### src/hdl/ddoi_pkg.sv
`default_nettype none
// ----------------------------------------------------------------------------
// ddoi_pkg
// Shared types and constants for the differential-drive odometry integrator.
// ----------------------------------------------------------------------------
package ddoi_pkg;

    // operation codes
    typedef enum logic [1:0] {
        OP_TICK  = 2'd0,
        OP_VEL   = 2'd1,
        OP_JUMP  = 2'd2,
        OP_NONE  = 2'd3
    } op_t;

    // configuration register indexes
    localparam logic [2:0] REG_TIME_STEP  = 3'd0;
    localparam logic [2:0] REG_MIN_HEIGHT = 3'd1;
    localparam logic [2:0] REG_MAX_HEIGHT = 3'd2;
    localparam logic [2:0] REG_JUMP_SPEED = 3'd3;
    localparam logic [2:0] REG_START_X    = 3'd4;
    localparam logic [2:0] REG_START_Y    = 3'd5;
    localparam logic [2:0] REG_START_Z    = 3'd6;

    localparam logic signed [31:0] PI_Q       = 32'sd843314857;
    localparam logic signed [31:0] TWO_PI_Q   = 32'sd1686629713;
    localparam logic signed [31:0] HALF_PI_Q  = 32'sd421657428;
    localparam logic signed [31:0] GAIN_Q30   = 32'sd652032874;
    localparam logic signed [23:0] GRAV_STEP  = 24'sd6423;
    localparam logic [15:0]        HOP_STEP   = 16'd655;

    // arctangent table, Q3.28
    function automatic logic signed [31:0] atan_lut(input logic [4:0] i);
        logic signed [31:0] v;
        unique case (i)
            5'd0:  v = 32'sd210828714;
            5'd1:  v = 32'sd124459457;
            5'd2:  v = 32'sd65760959;
            5'd3:  v = 32'sd33381290;
            5'd4:  v = 32'sd16755422;
            5'd5:  v = 32'sd8385879;
            5'd6:  v = 32'sd4193963;
            5'd7:  v = 32'sd2097109;
            5'd8:  v = 32'sd1048571;
            5'd9:  v = 32'sd524287;
            default: v = (i >= 5'd29) ? 32'sd0 : (32'sd1 <<< (5'd28 - i));
        endcase
        return v;
    endfunction

    // controller to datapath commands
    typedef enum logic [3:0] {
        DP_IDLE,
        DP_LATCH,     // velocity command
        DP_JUMP,      // jump request
        DP_PRESET,    // tick before any command
        DP_CINIT,     // CORDIC start + fold
        DP_CSTEP,     // one CORDIC iteration
        DP_VEL,       // roll * cos/sin
        DP_POS,       // position/yaw products
        DP_ACC,       // sums and saturation
        DP_HOP,       // hop product
        DP_DONE       // hop landing, load output
    } dp_cmd_t;

    typedef struct packed {
        dp_cmd_t cmd;
    } dp_ctl_t;

    typedef struct packed {
        logic cordic_last;
    } dp_sts_t;

    typedef enum logic [3:0] {
        S_IDLE, S_CINIT, S_CSTEP, S_VEL, S_POS, S_ACC, S_HOP, S_DONE, S_OUT
    } state_t;

endpackage
`default_nettype wire

### src/hdl/ddoi_ctrl.sv
`default_nettype none
// ----------------------------------------------------------------------------
// ddoi_ctrl
// Sequencer: accepts one word, steps the datapath, holds the result word.
// ----------------------------------------------------------------------------
module ddoi_ctrl (
    input  wire                 aclk,
    input  wire                 aresetn,
    input  wire                 in_valid,
    output logic                in_ready,
    input  ddoi_pkg::op_t       in_op,
    input  wire                 seen,
    output logic                out_valid,
    input  wire                 out_ready,
    output ddoi_pkg::dp_ctl_t   ctl,
    input  ddoi_pkg::dp_sts_t   sts
);
    import ddoi_pkg::*;

    state_t state_reg, state_next;
    logic   ov_reg, ov_next;

    always_ff @(posedge aclk) begin
        if (!aresetn) begin
            state_reg <= S_IDLE;
            ov_reg    <= 1'b0;
        end else begin
            state_reg <= state_next;
            ov_reg    <= ov_next;
        end
    end

    // next state and datapath commands
    always_comb begin
        state_next = state_reg;
        ov_next    = ov_reg && !out_ready;
        ctl.cmd    = DP_IDLE;
        in_ready   = 1'b0;
        unique case (state_reg)
            S_IDLE: begin
                in_ready = 1'b1;
                if (in_valid) begin
                    unique case (in_op)
                        OP_VEL:  ctl.cmd = DP_LATCH;
                        OP_JUMP: ctl.cmd = DP_JUMP;
                        OP_TICK: state_next = seen ? S_CINIT : S_OUT;
                        default: ;
                    endcase
                end
            end
            S_CINIT: begin ctl.cmd = DP_CINIT; state_next = S_CSTEP; end
            S_CSTEP: begin
                ctl.cmd = DP_CSTEP;
                if (sts.cordic_last) state_next = S_VEL;
            end
            S_VEL: begin ctl.cmd = DP_VEL; state_next = S_POS; end
            S_POS: begin ctl.cmd = DP_POS; state_next = S_ACC; end
            S_ACC: begin ctl.cmd = DP_ACC; state_next = S_HOP; end
            S_HOP: begin ctl.cmd = DP_HOP; state_next = S_DONE; end
            S_DONE: begin
                if (!ov_reg || out_ready) begin
                    ctl.cmd    = DP_DONE;
                    ov_next    = 1'b1;
                    state_next = S_IDLE;
                end
            end
            S_OUT: begin
                if (!ov_reg || out_ready) begin
                    ctl.cmd    = DP_PRESET;
                    ov_next    = 1'b1;
                    state_next = S_IDLE;
                end
            end
            default: state_next = S_IDLE;
        endcase
    end

    assign out_valid = ov_reg;
endmodule
`default_nettype wire

### config.mk
export PLATFORM = sky130hd
export DESIGN_NAME = ddoi_ctrl
export DESIGN_NICKNAME = d
export VERILOG_FILES = /design/src/hdl/ddoi_pkg.sv /design/src/hdl/ddoi_ctrl.sv
export SDC_FILE = /design/constraint.sdc
export NUM_CORES = 1
export LEC_CHECK = 0
export ABC_AREA = 1
export BUFFER_PORTS_ARGS = -buffer_cell sky130_fd_sc_hd__buf_2
export CORE_AREA = 2 2 39 41
export CTS_BUF_LIST = sky130_fd_sc_hd__clkbuf_8
export DETAILED_ROUTE_END_ITERATION = 12
export DIE_AREA = 0 0 41 43
export PLACE_DENSITY = 0.54
export SLEW_MARGIN = 20
export SYNTH_ARGS = -nofsm -noshare
export SYNTH_HDL_FRONTEND = slang
export SYNTH_SLANG_ARGS = --single-unit
### constraint.sdc
create_clock -name aclk -period 1.2 [get_ports aclk]
set_input_delay 0.12 -clock aclk [delete_from_list [all_inputs] [get_ports aclk]]
set_output_delay 0.12 -clock aclk [all_outputs]
set_load 0.03 [all_outputs]
Word level (Yosys, flattened, before mapping)
Cells that the tools add are included.
Operators by class
  add/sub/neg operators: 0
  $mul: 0
  divide/modulo/power cells: 0
  $lt $le $gt $ge: 0
  eq/ne operators: 14
  shift operators: 0
  multiplexer cells: 14
  bitwise gates (word level): 0
  reductions and logical operators: 8
Operator list (number)
  $pmux W4 S9: 1
  $pmux W4 S8: 1
  $mux W4: 6
  $eq A4 B3 Y1 const B: 4
  $eq A4 B2 Y1 const B: 2
  $eq A4 B1 Y1 const B: 1
  $eq A4 B4 Y1 const B: 1
  $logic_not A4 Y1: 1
  $mux W2: 2
  $ne A2 B1 Y1 const B: 2
  $ne A2 B2 Y1 const B: 2
  $pmux W2 S2: 1
  $reduce_and A4 Y1: 1
  $mux W1: 3
  $eq A2 B1 Y1 const B: 1
  $eq A2 B2 Y1 const B: 1
  $logic_not A1 Y1: 2
  $logic_not A2 Y1: 1
  $reduce_or A2 Y1: 1
  $logic_and A1 B1 Y1: 1
  $logic_or A1 B1 Y1: 1
Storage, ports and cells
  register bits after elaboration: 5
  latch bits: 0
  bits in writable memories: 0
  bits in read-only memories: 0
  bits of input ports: 8
  output and inout port bits: 6
  word-level logic and storage cells: 38
  memories: 0

Depth between registers and ports, before layout
Gate-level depths: netlist (run 1).
  depth in word-level cells: 4
  depth in mapped cells: 9
  gate-level depth less buffers: 9

Worst setup path after synthesis (run 1)
Ideal clock, no wire load.
  path type: register to output
  start point: register state_reg[0]
  end point: output ctl[0] (netlist name)
  arrival: 1757 ps
  data required time: 1080 ps
  slack: -677 ps
  cell stages (with the launch flop): 4
  buffers on the path: 0
  cells stage by stage: dfxtp_1 -> nor2_2 -> nand2_2 -> o311ai_0
RTL lines
  start: declaration: RTL line ddoi_ctrl.sv:20  | state_t state_reg, state_next;
  start signal: assignment: RTL line ddoi_ctrl.sv:28  | state_reg <= state_next;
  end: declaration: RTL line ddoi_ctrl.sv:15  | output ddoi_pkg::dp_ctl_t ctl,

==> metrics.txt, run 1 <==
WS Path Type=flip-flop to output pin; Clock Tree Buf Depth=2; DRT iter0 DRCs=4; Inst Count DP=96; hold buffers post-CTS=0; element type at the critical path end=output pin; CTS tree=built; Gate Count Post-Synth=66; type of the tightest min-delay check=input port to flip-flop; Core Region=0.00138 mm²; cell taking the most area after synthesis=dfxtp_1; max reg flops=4; Post-synth EDFFs=0; RSZ-0062 raised after global routing=true; warnings from Yosys=0; Slew Viols, Final=0; Post-route DRC=0; Netlist Area Pre-Place=384 µm²; worst path buffer plus inverter count=2; wire length per cell=10.2 µm; Area Overhead vs Synth=63.8%; syn avg cell area=5.82 µm²; layout cells sized above 1=46.6%; first-pass GRT wire length=1510 µm; crit path launch type=flip-flop; Max H-tree Level=1; initial antenna violation count=0; I/O Pins=14; minimum clock period=1.40 ns; async set-reset flop share out of synthesis=0%; relative slew slack=80.3%; violated checks=setup timing; crit share post-route=117%; Pre-antenna DRT Iters=2; CTS clk-pin slew, worst paths=0.04 ns; Yosys reg bits=5; worst-skew pair later-pin latency=0.22 ns; Initial Util=27.8%; outcome=finished, violations left; top_reg_cell synth=dfxtp_1; Power Total=1920 µW; min-delay src=aresetn; Die W=41 µm; half-perimeter wire length after placement=733 µm; CP delay by family, top=simple AND/OR/NAND/NOR gates; Final Setup Violations=9; CP max stage cell=dfxtp_4; worst setup margin=-0.201 ns; Critical R2R Launch=state_reg[3]$_SDFFE_PN0P_; Clock Sinks=5; post-synthesis sequential area ratio=26.1%; most frequent cell after synthesis=nand2_1; CP required=1.08 ns; non-filler cells, final=104; ant diodes=0; Max Freq=714 MHz; crit path max fanout=6; Vias/cell=4.44; full die area=0.00176 mm²; routed wire length=1060 µm; Synth top area share=26.1%; Leakage=0.000328 µW; Worst Tran Pin Value=0.294 ns; Hold Fails Final Rpt=0; Die H=43 µm; FP Rows=14; final net count=97; Area contributors post-synth=dfxtp_1 (26%), nand2_1 (17%), inv_1 (9.8%), nor2_1 (9.8%), nor2_2 (6.5%); commonest cells in the netlist=nand2_1 (17), inv_1 (10), nor2_1 (10); largest net degree at the start of global routing=7; GRT overflow=0; CP startpoint=state_reg[3]$_SDFFE_PN0P_; syn_nets=74; VDD IR max=1.20 mV; pwr dens=3060 mW/mm²; Worst path max stage delay=0.37 ns; GRT Resource Usage Total=13.0%; post-route ant nets=0; CP arrival=1.28 ns; GPL Wtd Cong=0.820; Root Driver=clkbuf_8; cell mode on critical path=nand4_1; vias in the first global route=399; worst-path cell chain=nor2_4, nand2_4, clkinvlp_4, nand4_1, nand4_1, buf_6; CTS buffer count=3; via count=462; Max Cap Viol=0; # port buffers=13; post-synth cell types=15; Clock Skew=0.00323 ns
worst paths after layout:
check	to	slack, ns	cells after the start
max	ctl[1]	-0.20	6
min	state_reg[3]$_SDFFE_PN0P_	0.16	3
max reg2reg	state_reg[0]$_SDFFE_PN0P_	-0.08	9
min reg2reg	state_reg[1]$_SDFFE_PN0P_	0.56	2
worst min-delay path, cell delays in order:
cell and delay (ns):
buf_2 0.13, nand2_1 0.06, nor2_1 0.03
routing by layer:
layer | up-vias | GRT usage [%] | part of all wire (%)
met4 | 0 | 10.0 | 1.0
li1 | 251 | - | -
met1 | 205 | 16.3 | 46
met2 | 4 | 17.2 | 51
met3 | 2 | 4.71 | 1.8
met5 | - | 0 | 0
timing repair:
action                     CTS  global route
setup buffers                2             2
pin swaps                    1             2
resized for setup            4             9
setup endpoints to repair    5             9
cells in the final DEF (no fill, tap or decap), drive strengths merged, types with 2 or more instances in the layout:
master	n
nand2	20
nand3	4
a21oi	2
nor2	15
o21ai	2
buf	17
inv	12
dfxtp	5
clkbuf	4
nand4	3
stage by stage:
step / setup WS [ns] / TNS [ns] / instance area, µm² / hold WS (ns) / util (%)
floorplan: -0.0543 / -0.0602 / 419 / 0.231 / -
global placement: 0.0191 / 0 / 512 / 0.377 / 37.0
detailed placement: 0.0255 / 0 / 512 / 0.380 / 37.0
CTS: -0.168 / -0.647 / 584 / 0.151 / 42.2
global route: -0.259 / -1.45 / 629 / 0.155 / 45.5
finish: -0.201 / -0.928 / 629 / 0.160 / 45.5
area by class of cell:
class / count / area (µm²)
Clock inverter: 1 / 3.75
Tap cell: 16 / 20.0
Sequential cell: 5 / 109
Inverter: 12 / 48.8
Clock buffer: 3 / 41.3
Timing Repair Buffer: 18 / 119
Fill cell: 156 / 754
Multi-Input combinational cell: 49 / 288
report_power, final:
| part | switching (µW) | internal (µW) |
|---|---|---|
| combinational | 772 | 529 |
| clock | 77.5 | 219 |
| sequential | 85.2 | 241 |
cells by family after synthesis:
family / share of synthesized area [%]
DFF: 26.1
and+or+nand+nor: 50.8
buffers and inverters: 11.7
AOI/OAI and AO/OA: 11.4
Power figures use the tool's default switching activity.
==> run 2, diff against run 1 <==
--- a/config.mk
+++ b/config.mk
@@ -12,6 +12,7 @@
 export DETAILED_ROUTE_END_ITERATION = 12
 export DIE_AREA = 0 0 41 43
 export PLACE_DENSITY = 0.54
+export SETUP_SLACK_MARGIN = 0.4
 export SLEW_MARGIN = 20
 export SYNTH_ARGS = -nofsm -noshare
 export SYNTH_HDL_FRONTEND = slang
==> metrics.txt, run 2 (synthesized netlist as in run 1, its figures left out) <==
worst setup margin=-0.160 ns; clock power share=13.3%; worst-path cell chain=nor2_4, nand4_1, o311ai_4, buf_6; routed wire length=1090 µm; pwr dens=2960 mW/mm²; P_sw=1040 µW; Power Total=2250 µW; I/O Pins=14; post-layout util=55.0%; minimum clock period=1.36 ns; ant diodes=0; relative slew slack=77.2%; VDD IR max=1.26 mV; CTS clk-pin slew, worst paths=0.04 ns; GRT overflow=0; Initial Util=27.8%; largest net degree at the start of global routing=6; element type at the critical path end=output pin; CP arrival=1.24 ns; hold buffers post-CTS=0; via count=476; Die H=43 µm; Max Cap Viol=0; final instance area=761 µm²; placed cell areas=564 µm²; Max H-tree Level=1; worst-skew pair later-pin latency=0.22 ns; Comb pwr share=71.8%; Die W=41 µm; final net count=103; Root Driver=clkbuf_8; Pre-antenna DRT Iters=3; # port buffers=13; Clock Sinks=5; FP Rows=14; half-perimeter wire length after placement=797 µm; outcome=finished, violations left; Sw Ratio=46.1%; violated checks=setup timing; Hold Fails Final Rpt=0; Final Setup Violations=9; register share of total power=14.9%; Vias/cell=4.33; wire length per cell=9.90 µm; CTS buffer count=3; CP required=1.08 ns; Area Overhead vs Synth=98.0%; initial antenna violation count=0; first-pass GRT wire length=1860 µm; post-route ant nets=0; commonest non-fill, non-tap cells in the layout=nand2_1 (12), buf_4 (11), inv_1 (9); RSZ-0062 raised after global routing=true; Worst Tran Pin Value=0.341 ns; WS Path Type=flip-flop to output pin; Leakage=0.000378 µW; leading cell type in the layout, fill and taps excluded=nand2_1; Clock Tree Buf Depth=2; crit path launch type=flip-flop; DRT iter0 DRCs=3; Clock Skew=0.00137 ns; vias in the first global route=449; crit share post-route=113%; total negative setup slack=-0.823 ns; GRT Resource Usage Total=15.3%; CTS tree=built; Core Region=0.00138 mm²; layout cells sized above 1=62.8%; max reg flops=4; CP max stage cell=dfxtp_4; Pint=1220 µW; crit path max fanout=5; type of the tightest min-delay check=input port to flip-flop; full die area=0.00176 mm²; Max Freq=735 MHz; GPL Wtd Cong=0.794; Post-route DRC=0; Worst path max stage delay=0.35 ns; Slew Viols, Final=0
[run 2: final timing paths]
check                               to  cells after the start  slack (ns)                      start
max                             ctl[0]                      4       -0.16  state_reg[1]$_SDFFE_PN0P_
min               out_valid$_SDFF_PN0_                      3        0.14                    aresetn
max reg2reg  state_reg[2]$_SDFFE_PN0P_                      9       -0.09  state_reg[2]$_SDFFE_PN0P_
min reg2reg  state_reg[3]$_SDFFE_PN0P_                      2        0.53  state_reg[3]$_SDFFE_PN0P_
[run 2: power groups by stage]
stage | clock network [µW] | registers (µW) | logic [µW]
after global routing | 319 | 344 | 1760
after detailed placement | 0 | 324 | 1150
after global placement | 0 | 323 | 1150
after CTS | 307 | 332 | 1480
after floorplan | 0 | 331 | 868
final | 300 | 335 | 1620
[run 2: final cells by class]
| cell class | count | area [µm²] |
|---|---|---|
| fillers | 141 | 623 |
| repair buffers | 24 | 185 |
| well taps | 16 | 20.0 |
| flip-flops and latches | 5 | 116 |
| clock inverters | 1 | 3.75 |
| multi-input cells | 49 | 343 |
| clock buffers | 3 | 41.3 |
| inverters | 12 | 51.3 |
[run 2: per-layer routing]
layer	vias up	part of all wire, %	track usage (%)	routed length [µm]
met1	208	46	19.1	503
met4	0	0	6.00	0
met3	0	1.4	3.14	15
met2	4	52	24.4	570
li1	264	-	-	-
met5	-	0	0	0
[run 2: metrics by stage]
step	worst slack, ns	hold slack [ns]	instances
2_1_floorplan	-0.0680	0.225	66
3_3_place_gp	-0.00788	0.368	98
3_5_place_dp	-0.00970	0.370	98
4_1_cts	-0.176	0.145	108
5_1_grt	-0.237	0.164	110
6_report	-0.160	0.141	110
[run 2: worst max-delay path: cells and delay by family (launching register included)]
| family | cells | cell delay, ns |
|---|---|---|
| and+or+nand+nor | 2 | 0.36 |
| DFF | 1 | 0.35 |
| buffers and inverters | 1 | 0.17 |
| AOI/OAI and AO/OA | 1 | 0.14 |
[run 2: what timing repair did]
item	CTS	global route
setup endpoints to repair	11	11
pin swaps	6	4
resized for setup	20	7
setup buffers	6	2
==> run 3, diff against run 2 <==
--- a/config.mk
+++ b/config.mk
@@ -8,7 +8,6 @@
 export ABC_AREA = 1
 export BUFFER_PORTS_ARGS = -buffer_cell sky130_fd_sc_hd__buf_2
 export CORE_AREA = 2 2 39 41
-export CTS_BUF_LIST = sky130_fd_sc_hd__clkbuf_8
 export DETAILED_ROUTE_END_ITERATION = 12
 export DIE_AREA = 0 0 41 43
 export PLACE_DENSITY = 0.54
==> metrics.txt, run 3 (synthesized netlist as in run 1, its figures left out) <==
relative slew slack=77.2%; CTS buffer count=3; end of the critical path=ctl[1]; Pint=1240 µW; final net count=106; I/O Pins=14; post-layout util=58.5%; clock power share=8.3%; P_sw=1080 µW; VDD IR max=1.21 mV; max reg flops=4; Clock Skew=0.00201 ns; leading cell type in the layout, fill and taps excluded=buf_6; CTS tree=built; R2R setup slack=-0.16 ns; Core Region=0.00138 mm²; Final Setup Violations=9; final instance area=810 µm²; hold buffers post-CTS=0; outcome=finished, violations left; CP arrival=1.29 ns; half-perimeter wire length after placement=797 µm; crit path launch type=flip-flop; placed cell areas=564 µm²; post-route ant nets=0; Max H-tree Level=1; DRT iter0 DRCs=4; non-filler cells, final=113; dpl ws=-0.00970 ns; Worst Tran Pin Value=0.340 ns; ant diodes=0; RSZ-0062 raised after global routing=true; initial antenna violation count=0; register share of total power=14.1%; Sw Ratio=46.5%; commonest non-fill, non-tap cells in the layout=buf_6 (15), nand2_1 (12), nor2_4 (8); Max Cap Viol=0; Comb pwr share=77.6%; Area Overhead vs Synth=111%; # port buffers=13; Die W=41 µm; crit share post-route=117%; wire length per cell=10.2 µm; worst setup margin=-0.208 ns; GRT Resource Usage Total=16.9%; Max Freq=710 MHz; full die area=0.00176 mm²; violated checks=setup timing; Clock Sinks=5; Hold Fails Final Rpt=0; Clock Tree Buf Depth=2; Die H=43 µm; element type at the critical path end=output pin; CTS clk-pin slew, worst paths=0.04 ns; minimum clock period=1.41 ns; Leakage=0.000396 µW; Inst Count DP=98; Vias/cell=4.57; type of the tightest min-delay check=input port to flip-flop; vias in the first global route=514; GRT overflow=0; via count=516; routed wire length=1150 µm; Post-route DRC=0; Reg2Reg Depth=11; largest net degree at the start of global routing=6; crit path max fanout=4; Initial Util=27.8%; Critical R2R Launch=state_reg[2]$_SDFFE_PN0P_; WS Path Type=flip-flop to output pin; layout cells sized above 1=64.9%; first-pass GRT wire length=2040 µm; worst-skew pair later-pin latency=0.24 ns; pwr dens=2870 mW/mm²; FP Rows=14; Worst R2R End=state_reg[2]$_SDFFE_PN0P_; Slew Viols, Final=0; Root Driver=clkbuf_4; GPL Wtd Cong=0.794; CP required=1.08 ns; Pre-antenna DRT Iters=4; CP startpoint=state_reg[1]$_SDFFE_PN0P_
-- run 3: critical path, stage by stage (launching register included) --
cell and delay (ns):
dfxtp_4 0.37, nor2_4 0.05, buf_6 0.12, a22oi_2 0.21, nand4_1 0.14, buf_6 0.16
-- run 3: metrics by stage --
stage / total power, µW / hold slack, ns / setup TNS, ns
CTS: 2260 / 0.126 / -1.32
finish: 2330 / 0.119 / -1.33
global placement: 1480 / 0.368 / -0.00788
detailed placement: 1470 / 0.370 / -0.00970
floorplan: 1200 / 0.225 / -0.0680
global route: 2510 / 0.135 / -2.13
-- run 3: routing by layer --
layer	track usage, %	wire length [µm]	share of wire [%]	vias up
li1	-	-	-	271
met5	0	0	0	-
met4	8.00	0	0	0
met2	27.5	628	55	8
met3	3.14	22	1.9	0
met1	20.1	495	43	237
-- run 3: worst min path at each step --
stage	startpoint	end	cells past startpoint
CTS	aresetn	out_valid$_SDFF_PN0_	3
global placement	aresetn	out_valid$_SDFF_PN0_	3
global route	aresetn	out_valid$_SDFF_PN0_	3
floorplan	aresetn	out_valid$_SDFF_PN0_	2
detailed placement	aresetn	out_valid$_SDFF_PN0_	3
finish	aresetn	out_valid$_SDFF_PN0_	3
-- run 3: layout make-up --
cell class,instances,area (µm²)
clock buffers,4,26.3
fillers,129,574
inverters,12,51.3
multi-input cells,49,354
flip-flops and latches,5,116
well taps,16,20.0
repair buffers,27,241
-- run 3: timing repair --
item | 4_1_cts | 5_1_grt
gates cloned | 0 | 0
endpoints found under the hold margin | 0 | 0
gates resized for setup | 33 | 7
setup endpoints to repair | 11 | 11
buffers inserted | 10 | 1
pin swaps | 16 | 10
-- run 3: power by group through the flow --
stage                     Clock (µW)  Combinational (µW)  Sequential (µW)
final                            193                1800              328
after global routing             213                1960              339
after CTS                        200                1730              324
after detailed placement           0                1150              324
after global placement             0                1150              323
after floorplan                    0                 868              331
